<file path="config.mk">
export PLATFORM = sky130hd
export DESIGN_NAME = wheel_odometry_speed_controller_unit
export DESIGN_NICKNAME = d
export VERILOG_FILES = /design/src/rtl/wosc_pkg.sv /design/src/rtl/wosc_cfg_regs.sv /design/src/rtl/wosc_core.sv /design/src/rtl/wheel_odometry_speed_controller_unit.sv
export SDC_FILE = /design/constraint.sdc
export NUM_CORES = 1
export LEC_CHECK = 0
export BUFFER_PORTS_ARGS = -buffer_cell sky130_fd_sc_hd__buf_2
export CAP_MARGIN = 20
export CORE_ASPECT_RATIO = 1.75
export CORE_MARGIN = 2
export CORE_UTILIZATION = 48
export CTS_BUF_LIST = sky130_fd_sc_hd__clkbuf_16
export CTS_CLUSTER_DIAMETER = 100
export DETAILED_ROUTE_END_ITERATION = 10
export PLACE_DENSITY_LB_ADDON = 0.1
export SYNTH_ARGS = -nofsm -noshare
export SYNTH_HDL_FRONTEND = slang
export SYNTH_SLANG_ARGS = --single-unit
</file>
<file path="constraint.sdc">
create_clock -name clk_i -period 14.62 [get_ports clk_i]
set_input_delay 2.193 -clock clk_i [delete_from_list [all_inputs] [get_ports clk_i]]
set_output_delay 2.193 -clock clk_i [all_outputs]
set_load 0.05 [all_outputs]
</file>
<file path="src/rtl/wosc_pkg.sv">
// Package for the wheel odometry speed controller.
// Holds item/result/config types, opcodes, reset values and the duty step helper.
// No dependencies.
package wosc_pkg;

  localparam int unsigned CfgIdxW     = 3;
  localparam int unsigned CfgDataW    = 8;
  localparam int unsigned ItemDataW   = 48;
  localparam int unsigned ItemUserW   = 3;
  localparam int unsigned ResultDataW = 48;

  localparam logic [7:0] PulsesPerCmRst = 8'd80;
  localparam logic [7:0] PwmFloorRst    = 8'h20;
  localparam logic [7:0] PwmCeilingRst  = 8'hFA;
  localparam logic [7:0] StartPwmRst    = 8'h40;
  localparam logic [7:0] EndSpeedMaxRst = 8'd20;
  localparam logic [7:0] EndSpeedMinRst = 8'd2;

  typedef enum logic [2:0] {
    MODE_PULSE      = 3'd0,
    MODE_SPEED_TICK = 3'd1,
    MODE_RAMP_TICK  = 3'd2,
    MODE_MOVE       = 3'd3,
    MODE_SET_DIST   = 3'd4,
    MODE_NUDGE_UP   = 3'd5,
    MODE_NUDGE_DOWN = 3'd6
  } mode_e;

  typedef enum logic [1:0] {
    DIR_STOP = 2'd0,
    DIR_FWD  = 2'd1,
    DIR_REV  = 2'd2
  } dir_e;

  typedef enum logic [CfgIdxW-1:0] {
    CFG_PULSES_PER_CM = 3'd0,
    CFG_PWM_FLOOR     = 3'd1,
    CFG_PWM_CEILING   = 3'd2,
    CFG_START_PWM     = 3'd3,
    CFG_END_SPEED_MAX = 3'd4,
    CFG_END_SPEED_MIN = 3'd5
  } cfg_idx_e;

  typedef struct packed {
    logic [7:0] pulses_per_cm;
    logic [7:0] pwm_floor;
    logic [7:0] pwm_ceiling;
    logic [7:0] start_pwm;
    logic [7:0] end_speed_max;
    logic [7:0] end_speed_min;
  } cfg_t;

  typedef struct packed {
    mode_e              mode;
    logic [1:0]         direction;
    logic [7:0]         start_speed;
    logic [7:0]         end_speed;
    logic [7:0]         ramp_slope;
    logic signed [15:0] target_cm;
  } item_t;

  typedef struct packed {
    logic [7:0]         pwm_duty;
    logic               pwm_on;
    logic               arrived;
    logic [1:0]         direction_now;
    logic signed [15:0] distance_cm;
    logic [7:0]         measured_speed;
    logic [7:0]         speed_setpoint;
  } result_t;

  // duty step 1..4 from the gap a - b
  function automatic logic [2:0] step_size(input logic [7:0] a, input logic [7:0] b);
    logic [7:0] diff;
    diff = a - b;
    if (diff > 8'd3)      step_size = 3'd4;
    else if (diff > 8'd2) step_size = 3'd3;
    else if (diff > 8'd1) step_size = 3'd2;
    else                  step_size = 3'd1;
  endfunction

endpackage

</file>
<file path="src/rtl/wosc_cfg_regs.sv">
// Configuration register bank of the wheel odometry speed controller.
// Depends on wosc_pkg.
module wosc_cfg_regs (
  input  logic                          clk_i,
  input  logic                          rst_ni,
  input  logic                          cfg_we_i,
  input  logic [wosc_pkg::CfgIdxW-1:0]  cfg_idx_i,
  input  logic [wosc_pkg::CfgDataW-1:0] cfg_data_i,
  output wosc_pkg::cfg_t                cfg_o
);
  import wosc_pkg::*;

  cfg_t cfg_q;

  always_ff @(posedge clk_i or negedge rst_ni) begin
    if (!rst_ni) begin
      cfg_q.pulses_per_cm <= PulsesPerCmRst;
      cfg_q.pwm_floor     <= PwmFloorRst;
      cfg_q.pwm_ceiling   <= PwmCeilingRst;
      cfg_q.start_pwm     <= StartPwmRst;
      cfg_q.end_speed_max <= EndSpeedMaxRst;
      cfg_q.end_speed_min <= EndSpeedMinRst;
    end else if (cfg_we_i) begin
      unique case (cfg_idx_e'(cfg_idx_i))
        CFG_PULSES_PER_CM: cfg_q.pulses_per_cm <= cfg_data_i;
        CFG_PWM_FLOOR:     cfg_q.pwm_floor     <= cfg_data_i;
        CFG_PWM_CEILING:   cfg_q.pwm_ceiling   <= cfg_data_i;
        CFG_START_PWM:     cfg_q.start_pwm     <= cfg_data_i;
        CFG_END_SPEED_MAX: cfg_q.end_speed_max <= cfg_data_i;
        CFG_END_SPEED_MIN: cfg_q.end_speed_min <= cfg_data_i;
        default: ;
      endcase
    end
  end

  assign cfg_o = cfg_q;

endmodule

</file>
<file path="src/rtl/wosc_core.sv">
// Controller state and per-item update: odometry, speed sampling, duty regulation, ramp.
// Depends on wosc_pkg. One item is applied per fire_i.
module wosc_core (
  input  logic              clk_i,
  input  logic              rst_ni,
  input  logic              fire_i,
  input  wosc_pkg::item_t   item_i,
  input  wosc_pkg::cfg_t    cfg_i,
  output wosc_pkg::result_t result_o
);
  import wosc_pkg::*;

  logic [15:0] pulse_count_q, pulse_count_d;
  logic [15:0] last_pulse_q, last_pulse_d;
  logic [15:0] mark_q, mark_d;
  logic [7:0]  samples_q [2];
  logic [7:0]  samples_d [2];
  logic        slot_q, slot_d;
  logic [7:0]  avg_q, avg_d;
  logic [7:0]  setpoint_q, setpoint_d;
  logic [7:0]  goal_speed_q, goal_speed_d;
  logic [7:0]  slope_limit_q, slope_limit_d;
  logic [7:0]  slope_cnt_q, slope_cnt_d;
  logic [7:0]  duty_q, duty_d;
  dir_e        dir_q, dir_d;
  logic        hold_q, hold_d;
  logic [15:0] trav_q, trav_d;
  logic [15:0] goal_cm_q, goal_cm_d;
  logic        done_q, done_d;

  // odometry
  logic [15:0] pc_fwd, pc_rev, diff_fwd, diff_rev, trav_fwd, trav_rev;
  logic [16:0] ppc_ext, ppc_neg;
  logic        step_fwd, step_rev, arrive_fwd, arrive_rev;

  // speed sample
  logic [15:0] sdiff, smag;
  logic [7:0]  sat_fwd, sat_rev, new_s0, new_s1, avg_new;
  logic [8:0]  sum_s;
  logic [2:0]  step;
  logic [9:0]  duty_dn;
  logic [8:0]  duty_up;
  logic        dir_match;

  always_comb begin
    pc_fwd     = pulse_count_q + 16'd1;
    pc_rev     = pulse_count_q - 16'd1;
    diff_fwd   = pc_fwd - mark_q;
    diff_rev   = pc_rev - mark_q;
    ppc_ext    = {9'd0, cfg_i.pulses_per_cm};
    ppc_neg    = 17'd0 - ppc_ext;
    step_fwd   = $signed({diff_fwd[15], diff_fwd}) >= $signed(ppc_ext);
    step_rev   = $signed({diff_rev[15], diff_rev}) <= $signed(ppc_neg);
    trav_fwd   = trav_q + 16'd1;
    trav_rev   = trav_q - 16'd1;
    arrive_fwd = $signed(goal_cm_q) <= $signed(trav_fwd);
    arrive_rev = $signed(goal_cm_q) >= $signed(trav_rev);
  end

  always_comb begin
    sdiff   = pulse_count_q - last_pulse_q;
    smag    = 16'd0 - sdiff;
    sat_fwd = (sdiff[15:8] != 8'd0) ? 8'hFF : sdiff[7:0];
    sat_rev = (smag[15:8] != 8'd0) ? 8'hFF : smag[7:0];
    new_s0  = samples_q[0];
    new_s1  = samples_q[1];
    if (!hold_q && dir_q == DIR_FWD) begin
      if (!sdiff[15]) begin
        if (slot_q) new_s1 = sat_fwd;
        else        new_s0 = sat_fwd;
      end
    end else if (!hold_q && dir_q == DIR_REV) begin
      if (sdiff[15] || sdiff == 16'd0) begin
        if (slot_q) new_s1 = sat_rev;
        else        new_s0 = sat_rev;
      end
    end else begin
      if (slot_q) new_s1 = 8'd0;
      else        new_s0 = 8'd0;
    end
    sum_s   = {1'b0, new_s0} + {1'b0, new_s1};
    avg_new = sum_s[8:1];
    step    = (avg_new > setpoint_q) ? step_size(avg_new, setpoint_q)
                                     : step_size(setpoint_q, avg_new);
    duty_dn = {2'b00, duty_q} - {7'd0, step};
    duty_up = {1'b0, duty_q} + {6'd0, step};
  end

  assign dir_match = (dir_q == dir_e'(item_i.direction));

  always_comb begin
    pulse_count_d = pulse_count_q;
    last_pulse_d  = last_pulse_q;
    mark_d        = mark_q;
    samples_d[0]  = samples_q[0];
    samples_d[1]  = samples_q[1];
    slot_d        = slot_q;
    avg_d         = avg_q;
    setpoint_d    = setpoint_q;
    goal_speed_d  = goal_speed_q;
    slope_limit_d = slope_limit_q;
    slope_cnt_d   = slope_cnt_q;
    duty_d        = duty_q;
    dir_d         = dir_q;
    hold_d        = hold_q;
    trav_d        = trav_q;
    goal_cm_d     = goal_cm_q;
    done_d        = done_q;
    case (item_i.mode)
      MODE_PULSE: begin
        if (dir_q == DIR_FWD) begin
          pulse_count_d = pc_fwd;
          if (step_fwd) begin
            mark_d = mark_q + {8'd0, cfg_i.pulses_per_cm};
            trav_d = trav_fwd;
            if (arrive_fwd) begin
              done_d = 1'b1;
              dir_d  = DIR_STOP;
              hold_d = 1'b0;
            end
          end
        end else if (dir_q == DIR_REV) begin
          pulse_count_d = pc_rev;
          if (step_rev) begin
            mark_d = mark_q - {8'd0, cfg_i.pulses_per_cm};
            trav_d = trav_rev;
            if (arrive_rev) begin
              done_d = 1'b1;
              dir_d  = DIR_STOP;
              hold_d = 1'b0;
            end
          end
        end
      end
      MODE_SPEED_TICK: begin
        samples_d[0] = new_s0;
        samples_d[1] = new_s1;
        slot_d       = ~slot_q;
        last_pulse_d = pulse_count_q;
        avg_d        = avg_new;
        if (!hold_q) begin
          if (setpoint_q == 8'd0) begin
            duty_d = 8'd0;
            hold_d = 1'b1;
          end else if (avg_new > setpoint_q) begin
            if ($signed(duty_dn) < $signed({2'b00, cfg_i.pwm_floor})) begin
              duty_d = cfg_i.pwm_floor;
            end else begin
              duty_d = duty_dn[7:0];
            end
          end else if (avg_new < setpoint_q) begin
            if (duty_up > {1'b0, cfg_i.pwm_ceiling}) begin
              duty_d = cfg_i.pwm_ceiling;
            end else begin
              duty_d = duty_up[7:0];
            end
          end
        end else begin
          duty_d = 8'd0;
        end
      end
      MODE_RAMP_TICK: begin
        if (setpoint_q != goal_speed_q) begin
          if (slope_cnt_q >= slope_limit_q) begin
            slope_cnt_d = 8'd0;
            setpoint_d  = (setpoint_q > goal_speed_q) ? setpoint_q - 8'd1
                                                      : setpoint_q + 8'd1;
          end else begin
            slope_cnt_d = slope_cnt_q + 8'd1;
          end
        end
      end
      MODE_MOVE: begin
        done_d        = 1'b0;
        pulse_count_d = 16'd0;
        last_pulse_d  = 16'd0;
        mark_d        = 16'd0;
        slope_limit_d = item_i.ramp_slope;
        if (item_i.direction == DIR_FWD || item_i.direction == DIR_REV) begin
          if (!dir_match || hold_q) duty_d = cfg_i.start_pwm;
          dir_d  = dir_e'(item_i.direction);
          hold_d = 1'b0;
        end else begin
          dir_d  = DIR_STOP;
          hold_d = 1'b0;
        end
        setpoint_d   = item_i.start_speed;
        goal_speed_d = item_i.end_speed;
      end
      MODE_SET_DIST: begin
        goal_cm_d = item_i.target_cm;
        trav_d    = 16'd0;
      end
      MODE_NUDGE_UP: begin
        if (goal_speed_q < cfg_i.end_speed_max) goal_speed_d = goal_speed_q + 8'd1;
      end
      MODE_NUDGE_DOWN: begin
        if (goal_speed_q > cfg_i.end_speed_min) goal_speed_d = goal_speed_q - 8'd1;
      end
      default: ;
    endcase
  end

  always_ff @(posedge clk_i or negedge rst_ni) begin
    if (!rst_ni) begin
      pulse_count_q <= 16'd0;
      last_pulse_q  <= 16'd0;
      mark_q        <= 16'd0;
      samples_q[0]  <= 8'd0;
      samples_q[1]  <= 8'd0;
      slot_q        <= 1'b0;
      avg_q         <= 8'd0;
      setpoint_q    <= 8'd0;
      goal_speed_q  <= 8'd0;
      slope_limit_q <= 8'd0;
      slope_cnt_q   <= 8'd0;
      duty_q        <= 8'd0;
      dir_q         <= DIR_STOP;
      hold_q        <= 1'b0;
      trav_q        <= 16'd0;
      goal_cm_q     <= 16'd0;
      done_q        <= 1'b0;
    end else if (fire_i) begin
      pulse_count_q <= pulse_count_d;
      last_pulse_q  <= last_pulse_d;
      mark_q        <= mark_d;
      samples_q[0]  <= samples_d[0];
      samples_q[1]  <= samples_d[1];
      slot_q        <= slot_d;
      avg_q         <= avg_d;
      setpoint_q    <= setpoint_d;
      goal_speed_q  <= goal_speed_d;
      slope_limit_q <= slope_limit_d;
      slope_cnt_q   <= slope_cnt_d;
      duty_q        <= duty_d;
      dir_q         <= dir_d;
      hold_q        <= hold_d;
      trav_q        <= trav_d;
      goal_cm_q     <= goal_cm_d;
      done_q        <= done_d;
    end
  end

  always_comb begin
    result_o.pwm_duty       = duty_d;
    result_o.pwm_on         = (dir_d != DIR_STOP) && !hold_d;
    result_o.arrived        = done_d;
    result_o.direction_now  = dir_d;
    result_o.distance_cm    = trav_d;
    result_o.measured_speed = avg_d;
    result_o.speed_setpoint = setpoint_d;
  end

  // held wheel always has zero duty
  a_hold_zero_duty: assert property (@(posedge clk_i) disable iff (!rst_ni)
    hold_q |-> duty_q == 8'd0)
    else $error("duty nonzero while held");

  // arrival always leaves the wheel stopped
  a_arrive_stops: assert property (@(posedge clk_i) disable iff (!rst_ni)
    $rose(done_q) |-> dir_q == DIR_STOP && !hold_q)
    else $error("arrived without stopping");

  a_slot_toggles: assert property (@(posedge clk_i) disable iff (!rst_ni)
    fire_i && item_i.mode == MODE_SPEED_TICK |=> slot_q != $past(slot_q))
    else $error("sample slot did not alternate");

  a_ramp_settled: assert property (@(posedge clk_i) disable iff (!rst_ni)
    fire_i && item_i.mode == MODE_RAMP_TICK && setpoint_q == goal_speed_q
      |=> $stable(setpoint_q) && $stable(slope_cnt_q))
    else $error("ramp moved a settled setpoint");

endmodule

</file>
<file path="src/rtl/wheel_odometry_speed_controller_unit.sv">
// Top level of the wheel odometry speed controller: stream ports, item and result registers.
// Depends on wosc_pkg, wosc_cfg_regs and wosc_core.
//
// Takes one item per clock while the output side is not stalled and returns exactly one
// result item for each, in order, through the input register and then the result
// register. An item is latched in the input register, applied to the controller state
// by a combinational update, and the resulting status is held in the result register; a
// stalled output keeps one item parked in the input register before back-pressure
// reaches s_axis_tready. The item kind travels on s_axis_tuser. Configuration writes
// take effect at the clock edge where cfg_we_i is high and are meant to be done with
// the block idle.
module wheel_odometry_speed_controller_unit (
  input  logic                             clk_i,
  input  logic                             rst_ni,
  input  logic                             s_axis_tvalid,
  output logic                             s_axis_tready,
  // direction[1:0], start_speed[9:2], end_speed[17:10], ramp_slope[25:18],
  // target_cm[41:26], zero fill
  input  logic [wosc_pkg::ItemDataW-1:0]   s_axis_tdata,
  // mode[2:0]
  input  logic [wosc_pkg::ItemUserW-1:0]   s_axis_tuser,
  output logic                             m_axis_tvalid,
  input  logic                             m_axis_tready,
  // pwm_duty[7:0], pwm_on[8], arrived[9], direction_now[11:10], distance_cm[27:12],
  // measured_speed[35:28], speed_setpoint[43:36], zero fill
  output logic [wosc_pkg::ResultDataW-1:0] m_axis_tdata,
  input  logic                             cfg_we_i,
  input  logic [wosc_pkg::CfgIdxW-1:0]     cfg_idx_i,
  input  logic [wosc_pkg::CfgDataW-1:0]    cfg_data_i
);
  import wosc_pkg::*;

  cfg_t    cfg;
  item_t   item_in, item_q;
  result_t result, result_q;
  logic    in_valid_q, out_valid_q;
  logic    advance, fire;

  assign advance       = !out_valid_q || m_axis_tready;
  assign fire          = in_valid_q && advance;
  assign s_axis_tready = !in_valid_q || advance;

  always_comb begin
    item_in.mode        = mode_e'(s_axis_tuser);
    item_in.direction   = s_axis_tdata[1:0];
    item_in.start_speed = s_axis_tdata[9:2];
    item_in.end_speed   = s_axis_tdata[17:10];
    item_in.ramp_slope  = s_axis_tdata[25:18];
    item_in.target_cm   = s_axis_tdata[41:26];
  end

  always_ff @(posedge clk_i or negedge rst_ni) begin
    if (!rst_ni) begin
      in_valid_q  <= 1'b0;
      out_valid_q <= 1'b0;
    end else begin
      if (s_axis_tready) in_valid_q <= s_axis_tvalid;
      if (advance)       out_valid_q <= in_valid_q;
    end
  end

  always_ff @(posedge clk_i) begin
    if (s_axis_tvalid && s_axis_tready) item_q <= item_in;
    if (fire) result_q <= result;
  end

  wosc_cfg_regs u_cfg (
    .clk_i      (clk_i),
    .rst_ni     (rst_ni),
    .cfg_we_i   (cfg_we_i),
    .cfg_idx_i  (cfg_idx_i),
    .cfg_data_i (cfg_data_i),
    .cfg_o      (cfg)
  );

  wosc_core u_core (
    .clk_i    (clk_i),
    .rst_ni   (rst_ni),
    .fire_i   (fire),
    .item_i   (item_q),
    .cfg_i    (cfg),
    .result_o (result)
  );

  assign m_axis_tvalid = out_valid_q;
  assign m_axis_tdata  = {4'd0,
                          result_q.speed_setpoint,
                          result_q.measured_speed,
                          result_q.distance_cm,
                          result_q.direction_now,
                          result_q.arrived,
                          result_q.pwm_on,
                          result_q.pwm_duty};

endmodule

</file>
== After elaboration in Yosys (flattened, before gate mapping) ==
Index checks and enable logic that the tools add are counted.
Word-level totals
  word-level logic and storage cells: 218
  flip-flop bits (word level): 288
  bits of input ports: 67
  output and inout port bits: 50
Cells by class
  magnitude comparators: 18
  equal/unequal tests: 22
  add/sub/neg operators: 21
  bitwise gates (word level): 1
  reduce and logical (&&, ||, !) cells: 39
  multiplexer cells: 79
Operators with widths (count)
  two-way mux 8 bit: 31
  two-way mux 16 bit: 10
  case mux 16 bit (2 select lines): 4
  subtractor 16 bit: 3
  adder 16 x 1 -> 16 bit (second input constant): 2
  greater-than comparator 8 x 2 -> 1 bit (second input constant): 4
  case mux 8 bit (2 select lines): 2
  subtractor 16 x 1 -> 16 bit (second input constant): 2
  adder 8 x 1 -> 8 bit (second input constant): 3
  greater-than comparator 8 bit: 3
  case mux 8 bit (3 select lines): 1
  AND reduction 2 bit: 10
  two-way mux 2 bit: 9
  adder 16 x 8 -> 16 bit: 1
  greater-or-equal comparator 16 bit: 1
  greater-or-equal comparator 16 x 9 -> 1 bit: 1
  greater-than comparator 8 x 1 -> 1 bit (second input constant): 2
  less-or-equal comparator 16 bit: 1
  less-or-equal comparator 16 x 9 -> 1 bit: 1
  logical NOT 16 bit: 1
  less-than comparator 8 bit: 2
  nonzero test 8 bit: 2
  subtractor 1 x 16 -> 16 bit (first input constant): 1
  subtractor 16 x 8 -> 16 bit: 1
  35 further kinds: 82

== Logic depth before layout (Yosys ltp) ==
  depth after elaboration: 23
  gate-level depth with buffers: 59
  mapped depth without buffers: 55

== Cells and area by module ==
From an unflattened synthesis, not the netlist that was laid out.
Second synthesis, totals
  cell total of the unflattened synthesis: 2407
  area, all modules: 22003.6 sq um
By module, submodules not included
  wosc_core: cells an instance 2199, area an instance 17344.1 sq um, sequential area each 3728.6 sq um, instances 1
  wheel_odometry_speed_controller_unit: cells an instance 102, area an instance 2810.2 sq um, sequential area each 2722.6 sq um, instances 1
  wosc_cfg_regs: cells an instance 106, area an instance 1849.3 sq um, sequential area each 1217.4 sq um, instances 1

== Worst setup path before layout ==
No wires, ideal clock.
  path kind: flip-flop to flip-flop
  start: register u_core.pulse_count_q[0]
  end: register u_core.duty_q[4]
  clock period less this slack: 11.152 ns
  arrival: 11.028 ns
  library setup time: 0.125 ns
  cell stages (with the launch flop): 58
  path slack: 3.468 ns
  required time: 14.495 ns
  path buffers: 3
  cell sequence: dfrtp_1 -> clkbuf_1 -> inv_1 -> ha_1 -> inv_1 -> fa_1 -> a21o_1 -> a221o_2 -> a31oi_4 -> mux2i_1 -> o211ai_1 -> and4b_4 -> a21oi_2 -> or3_1 -> clkbuf_1 -> nor2_1 -> a31oi_1 -> a21oi_1 -> (+22 left out) -> inv_1 -> fa_1 -> inv_1 -> ha_1 -> nor2b_1 -> o21a_1 -> o21a_1 -> o21a_1 -> o21a_1 -> o21a_1 -> o21a_1 -> o22a_1 -> nor2_1 -> mux2_2 -> o22ai_1 -> a211oi_1 -> a221o_1 -> mux2_2
RTL lines
  start, declared: RTL line wosc_core.sv:13  | logic [15:0] pulse_count_q, pulse_count_d;
  start signal, assigned: RTL line wosc_core.sv:224  | pulse_count_q <= pulse_count_d;
  end signal, assigned: RTL line wosc_core.sv:235  | duty_q <= duty_d;
  end, declared: RTL line wosc_core.sv:24  | logic [7:0] duty_q, duty_d;

==> summary.txt <==
Global route
  • Number of global-route vias before repair: between 15k and 20k
  • Initial antenna violation count: 0
  • GRT Total Usage: roughly a quarter
  • GRT Residual Overflow: 0
  • First-pass GRT wire length: between 90000 and 100000 microns
  • Largest net degree at the start of global routing: 71

Synthesis
  • Unique masters post-synth: roughly 90
  • FF+latch count, synth: 288
  • Syn avg cell area: 8.911 sq um
  • Post-synthesis sequential area ratio: 35.92%
  • Cell Area, Synth: ~21000 sq um
  • Ys async rst share: 69.10%
  • Gate Count Post-Synth: roughly 2.4k
  • Post-synth EDFFs: between 80 and 90
  • Ys flop type: dfrtp_1
  • Ys Warns: 0

Layout
  • Area Overhead vs Synth: 9.845%
  • Most frequent cells in the layout: nand2_1, ha_1, o21ai_0, dfrtp_1, inv_1
  • Nets: about 2.7k
  • Area of the multi-input gates: approximately 13000 sq um
  • Layout cells sized above 1: between 10% and 20%
  • Reg area: ~7700 sq um
  • Most common cell after layout, fill and taps aside: nand2_1
  • Finished Cell Area: roughly 23000 sq um
  • Final cell count without fillers: just over 3k
  • Fill cells: 4165
  • Antenna Diode Count: 0

Critical path
  • CP Launch Type: flop
  • Crit. End Element: flop
  • Slowest CP cell: or3_1
  • Slowest Stage Delay on Critical Path: slightly above 600 ps
  • Setup crit end: u_core.duty_q[4]
  • R2r endpoint: u_core.duty_q[4]
  • Cell family with most CP delay: compound AO/OA/AOI/OAI gates
  • Critical path required time: approximately 15000 ps
  • Critical path depth in cells: between 50 and 60
  • Crit-path most repeated cell: o21a_1
  • Worst Setup SP: u_core.pulse_count_q[0]
  • Worst Path Arrival: 13190 ps
  • R2R setup slack: about 1900 ps
  • Reg2Reg Launch Point: u_core.pulse_count_q[0]
  • R2R depth: between 50 and 60
  • CP Max Fanout: 17
  • Crit Path Class: flop to flop
  • Bufs and invs on worst path: 7

Routing
  • Via total after detailed routing: ~18k
  • Antenna violation net count after detailed routing: 0
  • Detailed Routing Iterations Pass 1: 8
  • WL final: 58100 microns
  • DRC: 0
  • Iter 0 DRT Violations: 865
  • Drt via density: a little under 6
  • Routed len/inst: about 19 microns

Die
  • Rows: about 100
  • Die height: 283.0 microns
  • Die ar.: 46250 sq um
  • Die width: 163.4 microns
  • Initial core utilization: between 40% and 50%
  • I/O Pins: roughly 120
  • Core area: around 44000 sq um

Timing
  • RSZ-0062 raised after global routing: false
  • Slew @ Worst Pin: roughly 1100 ps
  • Hold WS: 465.9 ps
  • Tcrit/Tclk final: ~87%
  • Fin. max-slew vios: 0
  • Final Hold Fails: 0
  • # setup viols final: 0
  • Max Fclk: 78.64 MHz
  • Post-layout minimum cycle time: 12720 ps
  • TNS Setup: 0 ps
  • Post-Route Skew: about 13 ps
  • Slew HR: about 30%

Placement
  • Detailed placement HPWL: around 44000 microns
  • DP Area: ~22000 sq um
  • IO buf count: roughly 110
  • RePlAce Congestion: about 0.91
  • Cells after DPL: approximately 3.0k

Clock tree
  • # resized after CTS: 0
  • Worst-skew pair later-pin latency: a little under 600 ps
  • Clock Tree Root: clkbuf_16
  • H-tree depth: 1
  • CTS Hold Buffers Added: 0
  • Worst-path clk slew: around 70 ps
  • TritonCTS clock tree: done
  • TritonCTS Buffers: 31
  • # clock sinks: around 290
  • Longest Clk Path Bufs: 3
  • Total setup buffers inserted after CTS: 0

Status
  • Status: complete, no violations

Flow run
  • Max-cap violation count: 0

Min path
  • HP Class: flop to flop
==> Yosys cell counts (9+ instances only) <==
library cell | instances | share of area, %
ha_1 | 208 | 12
nand3_1 | 32 | 0.75
a21boi_0 | 15 | 0.53
mux2_2 | 53 | 2.8
xor2_1 | 60 | 2.5
o21bai_1 | 9 | 0.32
mux2i_1 | 13 | 0.61
nand2_1 | 252 | 4.4
nor2b_1 | 32 | 0.94
a22o_1 | 15 | 0.62
a221oi_1 | 10 | 0.41
xnor2_1 | 96 | 3.9
fa_1 | 11 | 1.0
nor2_1 | 154 | 2.7
nor4_1 | 9 | 0.26
buf_1 | 14 | 0.25
buf_2 | 9 | 0.21
and3_1 | 22 | 0.64
dfrtp_1 | 186 | 22
o21ai_0 | 192 | 4.5
a31oi_1 | 13 | 0.38
nand2b_1 | 42 | 1.2
edfxtp_1 | 89 | 13
o31ai_1 | 26 | 0.91
or3_1 | 10 | 0.29
inv_1 | 181 | 3.2
a211oi_1 | 15 | 0.53
nor3_1 | 62 | 1.5
a21oi_1 | 168 | 3.9
a21o_1 | 45 | 1.6
o211ai_1 | 11 | 0.39
dfstp_2 | 13 | 1.6
and2_1 | 20 | 0.59
o22ai_1 | 26 | 0.76
clkbuf_1 | 84 | 1.5
o21a_1 | 29 | 1.0
nand4_1 | 27 | 0.79
==> cell type report <==
type / count / area share [%]
Timing Repair Buffer: 133 / 3.249
Clock inverter: 27 / 1.136
Inverter: 183 / 2.934
Tap cell: 572 / 3.051
Multi-Input combinational cell: 1817 / 53.63
Clock buffer: 31 / 3.308
Sequential cell: 288 / 32.70
==> how the worst min path moves through the flow <==
stage                                    to  depth (start not counted)       startpoint
CTS                    u_core.goal_cm_q[12]                          1       item_q[12]
floorplan                   u_core.avg_q[4]                          2  u_core.avg_q[4]
detailed placement  u_core.slope_limit_q[5]                          1       item_q[21]
global route           u_core.goal_cm_q[12]                          1       item_q[12]
global placement    u_core.slope_limit_q[2]                          1       item_q[18]
finish                 u_core.goal_cm_q[12]                          1       item_q[12]
==> stage by stage <==
stage,setup WS [ps],utilization [%]
floorplan,3468,-
global placement,2149,50.79
detailed placement,1990,50.79
CTS,1978,53.15
global route,1189,53.27
finish,1903,53.27
==> registers in the layout (all words and copies together), names as in the netlist <==
name,flops
u_core.duty_q,8
in_valid_q,1
u_core.trav_q,16
u_core.mark_q,16
m_axis_tdata,44
u_core.done_q,1
u_core.setpoint_q,8
item_q,45
u_core.samples_q,16
u_core.goal_speed_q,8
u_core.slope_limit_q,8
u_core.last_pulse_q,16
u_cfg.cfg_o,48
u_core.goal_cm_q,16
u_core.dir_q,2
m_axis_tvalid,1
u_core.avg_q,8
u_core.pulse_count_q,16
u_core.slope_cnt_q,8
u_core.slot_q,1
u_core.hold_q,1
==> per-layer routing <==
layer	global-route usage [%]	routed length, microns	up-vias	part of all wire, %
met5	0	0	-	0
met4	11.68	2758	0	4.7
met3	2.079	1691	147	2.9
met2	48.32	31830	405	55
met1	26.34	21820	8445	38
li1	-	-	8658	-
==> kinds of logic (layout without fill, tap and decap cells) <==
kind of cell             count (synthesis)  count (layout)  synth area share, %
adder cells (fa/ha/maj)                219             219                13.22
buffers and inverters                  294             374                5.292
XOR/XNOR                               158             158                6.551
flip-flops                             288             288                35.92
AND/OR/NAND/NOR                        705             705                15.80
AO/OA/AOI/OAI                          664             664                19.75
other                                    1               4              0.01756
multiplexers                            67              67                3.457
Power is left out: the tool's default activity adds up to more than one toggle a clock period on the data nets, which glitch-free logic cannot reach.
